### src/rtl/scre_pkg.sv
// shared types and constants for the slot cache reserve/evict block
// no dependencies

package scre_pkg;

    localparam int TAG_W   = 18;
    localparam int STAMP_W = 64;
    localparam int SLOT_W  = 6;
    localparam int CFG_W   = 7;
    localparam int RES_W   = 3;
    localparam int OP_W    = 2;
    localparam int LAYER_W = 8;
    localparam int EXPERT_W = 10;

    localparam logic [CFG_W-1:0] ACTIVE_RESET = 7'd64;

    localparam logic [OP_W-1:0] OP_REQUEST = 2'd0;
    localparam logic [OP_W-1:0] OP_FILL    = 2'd1;
    localparam logic [OP_W-1:0] OP_PIN     = 2'd2;

    localparam logic [1:0] ST_EMPTY    = 2'd0;
    localparam logic [1:0] ST_INFLIGHT = 2'd1;
    localparam logic [1:0] ST_VALID    = 2'd2;

    localparam logic [RES_W-1:0] RES_HIT       = 3'd0;
    localparam logic [RES_W-1:0] RES_RESERVED  = 3'd1;
    localparam logic [RES_W-1:0] RES_DROPPED   = 3'd2;
    localparam logic [RES_W-1:0] RES_PUBLISHED = 3'd3;
    localparam logic [RES_W-1:0] RES_FREED     = 3'd4;
    localparam logic [RES_W-1:0] RES_PINNED    = 3'd5;
    localparam logic [RES_W-1:0] RES_IGNORED   = 3'd6;

    typedef enum logic [2:0] {
        S_CLEAR,
        S_IDLE,
        S_SCAN,
        S_ADDR,
        S_FINISH
    } t_state;

    typedef struct packed {
        logic clear;
        logic start;
        logic scan;
        logic finish;
    } t_cmd;

    typedef struct packed {
        logic clear_last;
        logic scan_done;
        logic out_free;
    } t_sts;

endpackage

### src/rtl/scre_ctrl.sv
// controller state machine: clearing pass, request scan, event update, result hand-off
// depends on scre_pkg

module scre_ctrl (
    input  logic          i_clk,
    input  logic          i_rst_n,
    input  logic          i_in_valid,
    input  logic          i_is_request,
    input  scre_pkg::t_sts i_sts,
    output logic          o_in_stall,
    output scre_pkg::t_cmd o_cmd
);

    scre_pkg::t_state r_state;
    scre_pkg::t_state n_state;

    always_ff @(posedge i_clk) begin
        if (!i_rst_n) begin
            r_state <= scre_pkg::S_CLEAR;
        end else begin
            r_state <= n_state;
        end
    end

    always_comb begin
        n_state    = r_state;
        o_cmd      = '0;
        o_in_stall = 1'b1;
        case (r_state)
            scre_pkg::S_CLEAR: begin
                o_cmd.clear = 1'b1;
                if (i_sts.clear_last) begin
                    n_state = scre_pkg::S_IDLE;
                end
            end
            scre_pkg::S_IDLE: begin
                o_in_stall = 1'b0;
                if (i_in_valid) begin
                    o_cmd.start = 1'b1;
                    n_state = i_is_request ? scre_pkg::S_SCAN : scre_pkg::S_ADDR;
                end
            end
            scre_pkg::S_SCAN: begin
                o_cmd.scan = 1'b1;
                if (i_sts.scan_done) begin
                    n_state = scre_pkg::S_FINISH;
                end
            end
            scre_pkg::S_ADDR: begin
                n_state = scre_pkg::S_FINISH;
            end
            scre_pkg::S_FINISH: begin
                if (i_sts.out_free) begin
                    o_cmd.finish = 1'b1;
                    n_state = scre_pkg::S_IDLE;
                end
            end
            default: begin
                n_state = scre_pkg::S_CLEAR;
            end
        endcase
    end

`ifndef SYNTHESIS
    a_finish_free: assert property (@(posedge i_clk) disable iff (!i_rst_n)
        o_cmd.finish |-> i_sts.out_free)
        else $error("result written while output busy");
    a_finish_idle: assert property (@(posedge i_clk) disable iff (!i_rst_n)
        (r_state == scre_pkg::S_FINISH) && i_sts.out_free |=> r_state == scre_pkg::S_IDLE)
        else $error("finish did not return to idle");
    a_start_work: assert property (@(posedge i_clk) disable iff (!i_rst_n)
        o_cmd.start |=> (r_state == scre_pkg::S_SCAN) || (r_state == scre_pkg::S_ADDR))
        else $error("accepted request did not start work");
`endif

endmodule

### config.mk
export PLATFORM = sky130hd
export DESIGN_NAME = scre_ctrl
export DESIGN_NICKNAME = d
export VERILOG_FILES = /design/src/rtl/scre_pkg.sv /design/src/rtl/scre_ctrl.sv
export SDC_FILE = /design/constraint.sdc
export NUM_CORES = 1
export LEC_CHECK = 0
export BUFFER_PORTS_ARGS = -buffer_cell sky130_fd_sc_hd__clkbuf_2
export CAP_MARGIN = 20
export CORE_AREA = 3 3 40 42
export CTS_BUF_LIST = sky130_fd_sc_hd__clkbuf_8 sky130_fd_sc_hd__clkbuf_16
export DETAILED_ROUTE_END_ITERATION = 10
export DIE_AREA = 0 0 43 45
export GPL_ROUTABILITY_DRIVEN = 0
export MAX_ROUTING_LAYER = met4
export PLACE_DENSITY = 0.46
export SLEW_MARGIN = 20
export SYNTH_ARGS = -nofsm -noshare
export SYNTH_HDL_FRONTEND = slang
export SYNTH_SLANG_ARGS = --single-unit
### constraint.sdc
create_clock -name i_clk -period 1.7 [get_ports i_clk]
set_input_delay 0.085 -clock i_clk [delete_from_list [all_inputs] [get_ports i_clk]]
set_output_delay 0.085 -clock i_clk [all_outputs]
set_load 0.01 [all_outputs]
-- After elaboration in Yosys (flattened, before gate mapping)
Cells that the tools add are included.
- output and inout bits: 5
- input port bits: 7
- register bits after elaboration: 3
- word-level logic and storage cells: 24
- equal/unequal tests: 8
- reductions and logical operators: 2
- mux-type cells: 13
- operators with widths (cell ; count):
    $pmux 3 s5 ; 1
    $mux 3 ; 4
    $mux 1 ; 8
    $ne 2x2->1 const B ; 4
    $eq 3x2->1 const B ; 2
    $reduce_and 4->1 ; 1
    $eq 3x1->1 const B ; 1
    $eq 3x3->1 const B ; 1
    $logic_not 3->1 ; 1

-- Longest topological paths before layout
- depth after elaboration: 3
- mapped depth: 4
- gate-level depth less buffers: 3

-- Least setup slack after synthesis
Ideal clock, no wire load.
- kind: flip-flop to flip-flop
- from: register r_state[1]
- to: register r_state[0]
- library setup time: 117 ps
- buffers on the path: 0
- arrival time: 863 ps
- clock period less this slack: 980 ps
- required time: 1583 ps
- path slack: 720 ps
- cell stages (with the launch flop): 4
- cells stage by stage: dfxtp_1 and4bb_1 a31oi_1 nor2b_1
- word-level cells in the longest chain between the ends: 3
- elaborated cells on any way between the ends: 11
- classes of those cells: 8 x eq/ne; 1 x mux; 2 x reduce/logical
- RTL lines (item ; line ; RTL):
    from (decl) ; scre_ctrl.sv:14 ; scre_pkg::t_state r_state;
    from (signal assigned) ; scre_ctrl.sv:19 ; r_state <= scre_pkg::S_CLEAR;
    from (signal assigned) ; scre_ctrl.sv:21 ; r_state <= n_state;
    $eq 3x2->1, or another cell as far along ; scre_ctrl.sv:29 ; case (r_state)
    $ne 2x2->1 (no line) ; - ;
    $reduce_and 4->1 (no line) ; - ;
Parallel ways exist; a longest one is shown, timed or not.
A chain may end at the register's enable or synchronous reset.

==> results.json <==
{
  "min_path_type": "input port to flop",
  "leakagePower_uw": 0.000139,
  "cp_data_arrival_time_ns": 1.11,
  "layout-drive-gt1-share_pct": 37.8,
  "grt_pass1_wl_microns": 786,
  "tightest_slew_ns": 0.289,
  "cts_tree": "yes",
  "pwr_density_cell_nw_per_um2": 1110,
  "yosys_warnings": 0,
  "rows": 13,
  "drt-initial-drc-count": 4,
  "reg.largest.list": "r_state (3)",
  "fin_crit_sh_pct": 70.1,
  "holdWs_ns": 0.118,
  "cts_made_buffers": 3,
  "ys_seq_elements": 3,
  "vias_per_cell": 4.02,
  "post_cts_buffers": 0,
  "drc": 0,
  "crit_path_end_kind": "output pin",
  "diodes": 0,
  "clk_latency_ns": 0.21,
  "synth_top_area_share_pct": 32.7,
  "hold_viol_final": 0,
  "maxCapViolations": 0,
  "postRouteAntennaNets": 0,
  "initial_core_util_pct": 14.3,
  "holdBufCountCts": 0,
  "dieWidth_microns": 43,
  "core_area_sq_um": 1280,
  "synth_area_leaders": "dfxtp_1, nor2_1, and4bb_1",
  "synth_top_area_cell": "dfxtp_1",
  "status": "finished clean",
  "rsz0062_at_grt": "no",
  "top_register": "r_state",
  "synth_seq_area_share_pct": 32.7,
  "clk_pin_slew_ns": 0.03,
  "die_area_sq_um": 1940,
  "wirelength_microns": 454,
  "crit_fanout": 10,
  "netlist_area_sq_um": 184,
  "fmaxAchievable_ghz": 0.839,
  "syn_inst": 23,
  "cts-root-buf": "clkbuf_8",
  "antenna_found_initial": 0,
  "die_h_microns": 45,
  "skew_ns": 0.00170,
  "post_drt_wl_per_cell_microns": 8.73,
  "nNetsFinal": 45,
  "htreeDepth": 1,
  "io_buffers": 11,
  "ys_types": 15,
  "grt-ovfl-total": 0,
  "clock-sinks": 3,
  "ctsResizeCount": 0,
  "fillers": 147,
  "dr.pass1.iters": 3,
  "finalSetupViolCount": 0,
  "cp.required_ns": 1.62,
  "area_delta_synth_final_pct": 58.5,
  "largest_register_ffs": 3,
  "grt_pass1_vias": 187,
  "path_class": "flop to output pin",
  "grt_max_degree": 11,
  "finalCriticalPeriod_ns": 1.19,
  "synth_fp_nets": 30,
  "peakVddDrop_mv": 0.559,
  "tns_ns": 0,
  "slew_viol_final": 0,
  "ios": 12,
  "syn_avg_cell_area_sq_um": 8.00,
  "via_count": 209,
  "startpoint_type": "flop",
  "reg2reg_slack_ns": 0.67,
  "max_slew_margin_pct": 80.7,
  "clockBufferDepth": 2,
  "grt_use_total_pct": 6.08
}
where the power goes:
| group | switching (uW) | total [uW] | internal [uW] |
|---|---|---|---|
| registers | 9.05 | 84.4 | 75.4 |
| clock network | 44.9 | 198 | 154 |
| logic | 18.3 | 40.0 | 21.7 |
| total | 72.2 | 323 | 251 |
cells in the final DEF (no fill, tap or decap), drive strengths merged:
master  Yosys  final
a31oi       1      1
and3b       1      1
and4bb      1      1
clkbuf      0     14
dfxtp       3      3
inv         0      1
nand2       2      2
nand2b      2      2
nand3       1      1
nor2        4      4
nor2b       1      1
nor3        2      2
nor4b       1      1
o21a        1      1
o22ai       1      1
or2         1      1
cell type report:
| class | count | area [sq um] | area share, % |
|---|---|---|---|
| Multi-Input combinational cell | 19 | 113 | 38.6 |
| Clock inverter | 1 | 3.75 | 1.29 |
| Sequential cell | 3 | 60.1 | 20.6 |
| Clock buffer | 3 | 41.3 | 14.2 |
| Tap cell | 15 | 18.8 | 6.44 |
| Timing Repair Buffer | 11 | 55.1 | 18.9 |
stage by stage:
step           instances  area [sq um]  power (uW)  setup slack, ns  utilization, %
3_3_place_gp          48           246         126            0.668            19.2
5_1_grt               52           292         347            0.452            22.7
2_1_floorplan         23           184         111            0.720               -
6_report              52           292         323            0.508            22.7
3_5_place_dp          48           246         126            0.683            19.2
4_1_cts               52           292         330            0.492            22.7
critical path, cell delays in order, from the launching register on:
cell	delay, ns
dfxtp_1	0.47
nand2_1	0.11
nor3_1	0.15
clkbuf_2	0.16
synth_stat cells:
library cell and n:
and4bb_1 1, nand2_1 2, dfxtp_1 3, nor4b_1 1, nand2b_1 2, and3b_1 1, nor2b_1 1, nor2_1 4
buf_6 1, nand3_1 1, o22ai_1 1, o21a_1 1, or2_0 1, nor3_1 2, a31oi_1 1
logic make-up after synthesis:
group,synth area share [%]
compound gates,10.9
simple gates,50.3
buf+inv,6.12
flops,32.7
worst paths after layout:
kind                            startpoint    endpoint  depth (start not counted)
worst max register to register  r_state[0]  r_state[0]                          3
worst min-delay path               i_rst_n  r_state[2]                          2
worst min register to register  r_state[2]  r_state[1]                          1
worst max-delay path            r_state[0]    o_cmd[2]                          3
per-layer routing:
layer | GRT usage [%] | up-vias | routed length, microns
met4 | 1.81 | 0 | 0
met3 | 5.98 | 0 | 55
met5 | - | - | 0
li1 | - | 110 | -
met2 | 6.89 | 12 | 182
met1 | 7.21 | 87 | 215
(Power assumes the default switching activity.)
